## config.mk

```make
export PLATFORM = sky130hd
export DESIGN_NAME = ics_delay_cell
export DESIGN_NICKNAME = d
export VERILOG_FILES = /design/src/rtl/core/ics_pkg.sv /design/src/rtl/core/ics_delay_cell.sv
export SDC_FILE = /design/constraint.sdc
export NUM_CORES = 1
export LEC_CHECK = 0
export BUFFER_PORTS_ARGS = -buffer_cell sky130_fd_sc_hd__buf_2
export CORE_UTILIZATION = 35
export CTS_CLUSTER_DIAMETER = 200
export DETAILED_ROUTE_END_ITERATION = 6
export PLACE_DENSITY_LB_ADDON = 0.15
export REMOVE_ABC_BUFFERS = 1
export SYNTH_ARGS = -nofsm -noshare
export SYNTH_HDL_FRONTEND = slang
export SYNTH_SLANG_ARGS = --single-unit
export TNS_END_PERCENT = 100
```

## constraint.sdc

```tcl
create_clock -name i_clk -period 0.96 [get_ports i_clk]
set_clock_uncertainty 0.15 [all_clocks]
set_input_delay 0.096 -clock i_clk [delete_from_list [all_inputs] [get_ports i_clk]]
set_output_delay 0.096 -clock i_clk [all_outputs]
set_load 0.02 [all_outputs]
```

## src/rtl/core/ics_pkg.sv

```systemverilog
// Shared types and codes for the Ichimoku cloud signal unit.
`default_nettype none
package ics_pkg;
    localparam int IN_W  = 32;
    localparam int OUT_W = 34;

    typedef logic [1:0] t_code;

    localparam t_code SIG_NONE = 2'd0;
    localparam t_code SIG_BUY  = 2'd1;
    localparam t_code SIG_SELL = 2'd2;

    localparam t_code STR_NONE   = 2'd0;
    localparam t_code STR_WEAK   = 2'd1;
    localparam t_code STR_MEDIUM = 2'd2;
    localparam t_code STR_STRONG = 2'd3;

    typedef enum logic [1:0] {
        ST_IDLE,
        ST_SCAN,
        ST_CALC,
        ST_EMIT
    } t_state;
endpackage
`default_nettype wire

```

## src/rtl/core/ics_delay_cell.sv

```systemverilog
// Delay cell: one cleared-at-reset word that takes its neighbor's word when enabled.
`default_nettype none
module ics_delay_cell import ics_pkg::*; #(
    parameter int W = 68
) (
    input  wire logic         i_clk,
    input  wire logic         i_rst_n,
    input  wire logic         i_en,
    input  wire logic [W-1:0] i_d,
    output logic      [W-1:0] o_q
);
    logic [W-1:0] r_q;

    always_ff @(posedge i_clk) begin
        if (!i_rst_n) begin
            r_q <= '0;
        end else if (i_en) begin
            r_q <= i_d;
        end
    end

    assign o_q = r_q;
endmodule
`default_nettype wire

```

==> run metrics <==
run status complete, but fails checks; failing checks hold timing, setup timing; Post-route DRC 0; CTS Buf Count 9; worst reg2reg path depth 3; number of global-route vias before repair 2263; hold_ws -0.0144 ns; Worst Slack Setup Final -0.0931 ns; CP top delay family flip-flops; Skew-Pair Late Insertion Delay 0.33 ns; antenna fix cells 0; Rel. slew slack 87.4%; DR pass1 iterations 3; Max Root-Sink Buffers 2; CP peak stage delay 0.35 ns; clk slew on worst S/H paths around 0.070 ns; Core Area 0.00698 mm2; mux contribution to synthesized area 26.3%; Max Cap Viol 0; max reg flops 68; clock root buffer clkbuf_8; xor/xnor share of the synthesized area 0%; area share of fa/ha/maj cells after synthesis 0%; Max Fclk approximately 950 MHz; final hold viol count 1; mapped cell area 0.00259 mm2; Hold Crit Depth 3; worst endpoint required time 0.71 ns; CP Max Fanout 2; pre-CTS WS -0.0804 ns; final setup TNS -4.86 ns; Setup CP Type reg -> out; final worst path period share 110%; starting density of the core 37.1%; Levels on crit path 1; vias per cell 4.27; top cells by area, synth dfxtp_1, mux2i_1, nor2b_1; Yosys top cell by area dfxtp_1; fillcell total 525; crit start category register; Tightest Pin Transition about 0.18 ns; # H-tree levels 3; Worst setup EP type primary output; final WL 7270 um; HPWL Detailed 3800 um; CTS tree done; Post-synth top flop dfxtp_1; routability congestion estimate approximately 0.64; Area Overhead vs Synth 87.1%; number of cell rows 30; CP cell instances buf_6; die extent in x 88.0 um; RR Startpoint o_q[39]; fraction of layout cells with a size suffix above 1 53.8%; WL/cell 13.6 um; r2r setup slk 0.03 ns; Syn Inst Count 219; worst hold path endpoint o_q[2]; Arr. time, crit path 0.81 ns; area share of and/or/nand/nor cells after synthesis 16.4%; Post-synth EDFFs 0; post-synthesis async set-or-reset flop share 0%; Total GRT Usage 18.7%; total gr overflow 0; Avg Cell Area, Syn 11.8 um2; synth cell count leaders dfxtp_1, mux2i_1, nor2b_1; Max Slew Vio Count 0; global-route wire length before repair approximately 11000 um; total power 6.95 mW; die area 0.00774 mm2; initial antenna violation count 0; library cells used by synthesis 8; Hold Path Origin i_en; largest net degree at the start of global routing 37; WP buf/inv 1; vias 2283; power density over the cells 1440 mW/mm2; Tmin final 1.05 ns; Compound-Gate Fraction of Synth Area 0%; die height 88.0 um; final net count 505; HP Class in -> reg; RSZ-0062 raised after global routing yes; register area share after synthesis 52.6%; io pins between 100 and 150; top-area cell type share of the netlist area 52.6%; Iteration-0 DRC Markers 31; Peak VDD IR 0.965 mV; slowest cell on the critical path dfxtp_2; largest family of logic cells by synthesized area multiplexers; port bufs around 140; CTS Sinks 68; RR Endpoint o_q[39]; register bit total from synthesis 68; static leakage power about 2.3 nW; Setup Viol. Count Final 68; Post-DRT Antenna Nets 0; CTS Hold Bufs 68; Ys Warns 0
-- layer usage --
| metal | global-route usage, % | vias to the layer above | share of wire, % |
|---|---|---|---|
| li1 | - | 1152 | - |
| met1 | 20.5 | 1031 | 40 |
| met2 | 33.3 | 94 | 51 |
| met3 | 7.82 | 6 | 8.2 |
| met4 | 4.92 | 0 | 0.84 |
| met5 | 0 | - | 0 |
-- stage by stage --
| stage | instance area, um2 | instances | utilization (%) |
|---|---|---|---|
| final | 4840 | 535 | 69.3 |
| after global routing | 4840 | 535 | 69.3 |
| after CTS | 4800 | 530 | 68.7 |
| after detailed placement | 3390 | 444 | 48.5 |
| after global placement | 3390 | 444 | 48.5 |
| after floorplan | 2470 | 204 | - |
-- cell type report --
type,instances,area [um2],share of cell area (%)
tap,96,120,2.48
multi-input combinational,136,1110,22.9
clock buffer,11,151,3.13
sequential,68,1450,29.9
timing repair buffer,219,1960,40.6
clock inverter,5,50.0,1.03
-- cell families (layout without fill, tap and decap cells) --
kind of cell | after synthesis | in the layout
buffers and inverters | 15 | 235
and+or+nand+nor | 68 | 68
DFF | 68 | 68
muxes | 68 | 68
-- worst max-delay path by stage --
stage	slack, ns	start	to
3_3_place_gp	-0.06	i_en	o_q[9]
3_5_place_dp	-0.08	i_en	o_q[18]
5_1_grt	-0.14	o_q[58]	o_q[58]
6_report	-0.09	o_q[26]	o_q[26]
4_1_cts	-0.11	o_q[44]	o_q[44]
2_1_floorplan	0.14	o_q[0]	o_q[0]
-- report_power, final --
group,total [mW],switching (mW),leakage (nW),internal [mW]
logic,1.44,0.581,1.58,0.855
clock network,2.37,1.05,0.109,1.32
registers,3.14,0.118,0.585,3.03
total,6.95,1.75,2.28,5.20
-- cells in the final DEF, fill, tap and decap left out --
| master | synthesis | routed |
|---|---|---|
| buf_2 | 1 | 69 |
| nor2b_1 | 68 | 68 |
| clkinv_2 | 0 | 4 |
| dfxtp_2 | 0 | 68 |
| mux2i_2 | 0 | 1 |
| clkbuf_8 | 0 | 11 |
| bufinv_16 | 0 | 1 |
| buf_12 | 2 | 5 |
| dlygate4sd3_1 | 0 | 68 |
| buf_4 | 5 | 8 |
| mux2i_1 | 68 | 67 |
| buf_6 | 0 | 69 |
-- what timing repair did --
action	4_1_cts	5_1_grt
gates resized for setup	204	2
setup endpoints to repair	68	70
endpoints found under the hold margin	68	1
buffers inserted	2	5
(Power assumes the default switching activity.)
