`src/rtl/core/ics_pkg.sv`:
```
// Shared types and codes for the Ichimoku cloud signal unit.
`default_nettype none
package ics_pkg;
    localparam int IN_W  = 32;
    localparam int OUT_W = 34;

    typedef logic [1:0] t_code;

    localparam t_code SIG_NONE = 2'd0;
    localparam t_code SIG_BUY  = 2'd1;
    localparam t_code SIG_SELL = 2'd2;

    localparam t_code STR_NONE   = 2'd0;
    localparam t_code STR_WEAK   = 2'd1;
    localparam t_code STR_MEDIUM = 2'd2;
    localparam t_code STR_STRONG = 2'd3;

    typedef enum logic [1:0] {
        ST_IDLE,
        ST_SCAN,
        ST_CALC,
        ST_EMIT
    } t_state;
endpackage
`default_nettype wire

```
`src/rtl/core/ics_cell.sv`:
```
// History cell: one word that takes its neighbor's word when enabled.
`default_nettype none
module ics_cell import ics_pkg::*; #(
    parameter int W = 64
) (
    input  wire logic         i_clk,
    input  wire logic         i_en,
    input  wire logic [W-1:0] i_d,
    output logic      [W-1:0] o_q
);
    logic [W-1:0] r_q;

    always_ff @(posedge i_clk) begin
        if (i_en) begin
            r_q <= i_d;
        end
    end

    assign o_q = r_q;
endmodule
`default_nettype wire

```
`config.mk`:
```
export PLATFORM = sky130hd
export DESIGN_NAME = ics_cell
export DESIGN_NICKNAME = d
export VERILOG_FILES = /design/src/rtl/core/ics_pkg.sv /design/src/rtl/core/ics_cell.sv
export SDC_FILE = /design/constraint.sdc
export NUM_CORES = 1
export LEC_CHECK = 0
export BUFFER_PORTS_ARGS = -buffer_cell sky130_fd_sc_hd__buf_4
export CORE_MARGIN = 2
export CORE_UTILIZATION = 40
export DETAILED_ROUTE_END_ITERATION = 6
export PLACE_DENSITY = 0.77
export SYNTH_ARGS = -nofsm -noshare
export SYNTH_HDL_FRONTEND = slang
export SYNTH_SLANG_ARGS = --single-unit
```
`constraint.sdc`:
```
create_clock -name i_clk -period 0.8 [get_ports i_clk]
set_input_delay 0.08 -clock i_clk [delete_from_list [all_inputs] [get_ports i_clk]]
set_output_delay 0.08 -clock i_clk [all_outputs]
set_load 0.03 [all_outputs]
```
==> run metrics, run 1 <==
worst setup path class register to output port; Root Driver clkbuf_8; vias per cell 4.52; internal power 0.00659 W; failing checks setup timing; Top FF cell, synth edfxtp_1; Syn Inst Count 64; initial drt markers 117; Tcrit/Tclk final 124%; synthesized cell area 1920 sq um; cell with the most instances after synthesis edfxtp_1; ys async rst share 0%; Vias 1,484; largest net degree at the start of global routing 33; ratio of cells with drive above 1 in the final layout 52.2%; Tightest Pin Transition 0.174 ns; Multi-input gate area 0 sq um; sequential area share after synthesis 100%; RSZ-0062 raised after global routing true; area share of the largest cell type after synthesis 100%; Syn-to-layout area delta 112%; Post-CTS Setup Bufs 0; # Max-Cap Violations 0; Ant. Diodes 0; Final ANT Viol Nets 0; initial antenna violation count 0; Max rail drop VDD 1.49 mV; port buffer count 129; IO Count 130; dpl cells 249; Ys Warns 0; Overall Power 0.00869 W; drt pass-1 iters 4; GPL Wtd Cong 0.769; die area 5380 sq um; worst hold margin 0.212 ns; Final Max Slew Viols 0; combinational fraction of design power 19.4%; sw frac 24.2%; Clock power frac 33.1%; Reg clk slew, reported paths 0.07 ns; Synth area leader edfxtp_1; clock buffer depth 2; Max H-tree Level 3; synthesized area per cell 30.0 sq um; first-pass GRT wire length 8240 um; clk sinks 64; DRC 0; post-synthesis cell type count 1; Routed WL 5790 um; Rows 25; final setup margin -0.196 ns; DR WL/cell 17.7 um; Slew Limit Headroom 88.4%; Final nets 336; Die H 73.3 um; fin crit period 0.996 ns; crit-path cells buf_6; critical path fanouts, max 1; Lkg Pwr 1.71 nW; buffer and inverter count on the worst path 1; fill cell count 204; Core ar. 4690 sq um; Initial Util 41.0%; Top delay family on crit path flip-flops; Yosys reg bits 64; sequential power share 47.5%; GRT Resource Usage Total 22.3%; #MultiIn Comb 0; power density cells 2130 nW/um^2; Slowest cell on crit path edfxtp_1; Die Wd 73.3 um; fin cells 328; syn_nets 130; TritonCTS buffer count 9; crit path launch o_q[60]; Max Freq 1.00 GHz; Startpoint Class register; GRT overflow 0; final setup fails 64; CP endpoint kind output port; Fin. Hold Viols 0; Area contributors post-synth edfxtp_1 100%; most common library cells after synthesis 64 x edfxtp_1; max FFs per register 64; P_sw 0.00210 W; CTS tree built; Worst Path Required 0.72 ns; Worst path max stage delay 0.42 ns; WP data arrival 0.92 ns; Hold Path Class input port to register; status complete, but fails checks; min-delay src i_en; number of global-route vias before repair 1,598; number of synthesized flops with an enable pin 64
cell families after synthesis:
logic type,after synthesis,share of synthesized area (%)
flip-flops,64,100
cell usage in the layout (no fill, tap or decap):
cell type,Yosys,routed
clkbuf_1,0,1
clkinv_1,0,2
edfxtp_1,64,64
buf_12,0,2
dlygate4sd3_1,0,64
buf_6,0,64
clkinv_2,0,1
bufinv_16,0,2
buf_4,0,65
clkbuf_8,0,9
per-layer routing:
layer	up-vias	track usage, %	wire, um
met5	-	0	0
met4	0	10.9	104
met3	9	5.49	407
met2	84	42.1	3440
met1	718	22.6	1840
li1	673	-	-
power by group through the flow:
stage	combinational, W	sequential [W]	clock, W
final	0.00169	0.00413	0.00288
after global routing	0.00175	0.00415	0.00308
after CTS	0.00167	0.00412	0.00287
after detailed placement	0.00126	0.00413	0
after global placement	0.00124	0.00412	0
after floorplan	0	0.00467	0
through the flow:
| stage | utilization, % | cell area, sq um | setup WS (ns) | TNS (ns) |
|---|---|---|---|---|
| CTS | 86.9 | 4080 | -0.190 | -9.92 |
| global placement | 63.9 | 3000 | 0.0900 | 0 |
| finish | 86.9 | 4080 | -0.196 | -9.75 |
| global route | 86.9 | 4080 | -0.229 | -11.69 |
| floorplan | - | 1920 | 0.224 | 0 |
| detailed placement | 63.9 | 3000 | 0.0800 | 0 |
worst paths after layout:
kind | to | cells after the start | slack, ns
worst max-delay path | o_q[60] | 1 | -0.20
worst min-delay path | o_q[39] | 2 | 0.21
repair_timing:
action / 4_1_cts / 5_1_grt
endpoints found under the setup margin: 64 / 64
hold endpoints to repair: 64 / 0
hold buffers: 64 / 0
resized for setup: 64 / 0
layout make-up:
| class | count | area (sq um) | area share [%] |
|---|---|---|---|
| clock inverter | 5 | 72.6 | 1.78 |
| sequential | 64 | 1920 | 47.1 |
| clock buffer | 10 | 128 | 3.13 |
| timing repair buffer | 195 | 1890 | 46.3 |
| tap | 54 | 67.6 | 1.66 |
No activity file was read; power rests on OpenSTA's default activity.
==> inputs of run 2 (changes only) <==
- ABC_AREA: default -> 1
- CORE_ASPECT_RATIO: default -> 0.7
- PLACE_DENSITY: 0.77 -> 0.78
==> run metrics, run 2 (synthesis gave the netlist of run 1 again) <==
max FFs per register 64; Die Wd 86.8 um; port buffer count 129; ratio of cells with drive above 1 in the final layout 52.4%; Multi-input gate area 0 sq um; Final nets 337; DRC 0; fin crit period 1.03 ns; dpl cells 253; drt pass-1 iters 4; clk sinks 64; combinational fraction of design power 20.3%; Root Driver clkbuf_8; P_sw 0.00218 W; fin cells 332; first-pass GRT wire length 9540 um; # Max-Cap Violations 0; Top delay family on crit path flip-flops; sw frac 25.8%; Slew Limit Headroom 89.1%; IO Count 130; Initial Util 40.9%; CP endpoint kind output port; Clock power frac 30.9%; Worst Path Required 0.72 ns; Vias 1,510; status complete, but fails checks; worst setup path class register to output port; Final ANT Viol Nets 0; Max H-tree Level 3; RSZ-0062 raised after global routing true; CTS tree built; Post-CTS Setup Bufs 0; initial antenna violation count 0; Max Freq 0.974 GHz; Die H 62.0 um; Ant. Diodes 0; Slowest cell on crit path edfxtp_1; internal power 0.00629 W; TritonCTS buffer count 9; Fin. Hold Viols 0; Tcrit/Tclk final 128%; crit-path cells buf_6; Startpoint Class register; vias per cell 4.55; Lkg Pwr 1.70 nW; number of global-route vias before repair 1,718; most common cell after layout, fill and taps aside buf_4; critical path fanouts, max 1; buffer and inverter count on the worst path 1; GRT Resource Usage Total 26.8%; WP data arrival 0.95 ns; Tightest Pin Transition 0.163 ns; Final Max Slew Viols 0; Syn-to-layout area delta 112%; die area 5380 sq um; final setup fails 64; final setup margin -0.227 ns; most frequent cells in the layout 66 x buf_4, 64 x dlygate4sd3_1, 64 x edfxtp_1, 64 x buf_6, 9 x clkbuf_8; Cell Area, Placed 3010 sq um; DR WL/cell 20.6 um; GRT overflow 0; Max rail drop VDD 2.08 mV; initial drt markers 63; sequential power share 48.8%; Reg clk slew, reported paths 0.07 ns; GPL Wtd Cong 0.637; #MultiIn Comb 0; failing checks setup timing; Hold Path Class input port to register; power density cells 2080 nW/um^2; Routed WL 6830 um; Core ar. 4700 sq um; Worst path max stage delay 0.43 ns; Setup WS pre-CTS 0.0814 ns; Rows 21; largest net degree at the start of global routing 30; final instance area 4070 sq um; clock buffer depth 2
[run 2: changes by cell type in the layout (fill, tap and decap cells not counted), sizes merged]
cell	previous run	this run
bufinv	2	1
clkinv	3	2
clkbuf	10	11
buf	131	132
clkinvlp	0	1
[run 2: final cells by class]
cell class	instances	area, sq um
clock inverters	4	46.3
well taps	57	71.3
repair buffers	196	1900
flip-flops and latches	64	1920
clock buffers	11	131
fillers	186	636
[run 2: per-stage QoR]
step / utilization [%] / setup TNS, ns / total power [W] / hold WS, ns
floorplan: - / 0 / 0.00467 / 0.179
global placement: 64.0 / 0 / 0.00538 / 0.258
detailed placement: 64.0 / 0 / 0.00540 / 0.259
CTS: 86.5 / -10.57 / 0.00836 / 0.151
global route: 86.5 / -13.06 / 0.00873 / 0.176
finish: 86.5 / -10.81 / 0.00847 / 0.178
[run 2: what timing repair did]
action	4_1_cts	5_1_grt
pin swaps	0	0
endpoints found under the hold margin	64	0
endpoints found under the setup margin	64	64
gates resized for setup	64	0
hold buffers	64	0
[run 2: final timing paths]
check | from | end | slack [ns] | cells past startpoint
worst min-delay path | i_en | o_q[25] | 0.18 | 2
worst max-delay path | o_q[36] | o_q[36] | -0.23 | 1
[run 2: power groups by stage]
stage | Combinational [W] | Clock [W] | Sequential (W)
6_report | 0.00172 | 0.00262 | 0.00414
3_3_place_gp | 0.00126 | 0 | 0.00412
5_1_grt | 0.00178 | 0.00280 | 0.00415
3_5_place_dp | 0.00127 | 0 | 0.00413
4_1_cts | 0.00168 | 0.00257 | 0.00411
2_1_floorplan | 0 | 0 | 0.00467
[run 2: layer usage]
metal  vias to the layer above  share of wire (%)  global-route usage, %
met4                         0                3.0                   13.8
met3                        19                 10                   14.4
met2                        95                 51                   44.5
met1                       722                 36                   28.5
li1                        674                  -                      -
met5                         -                  0                      0
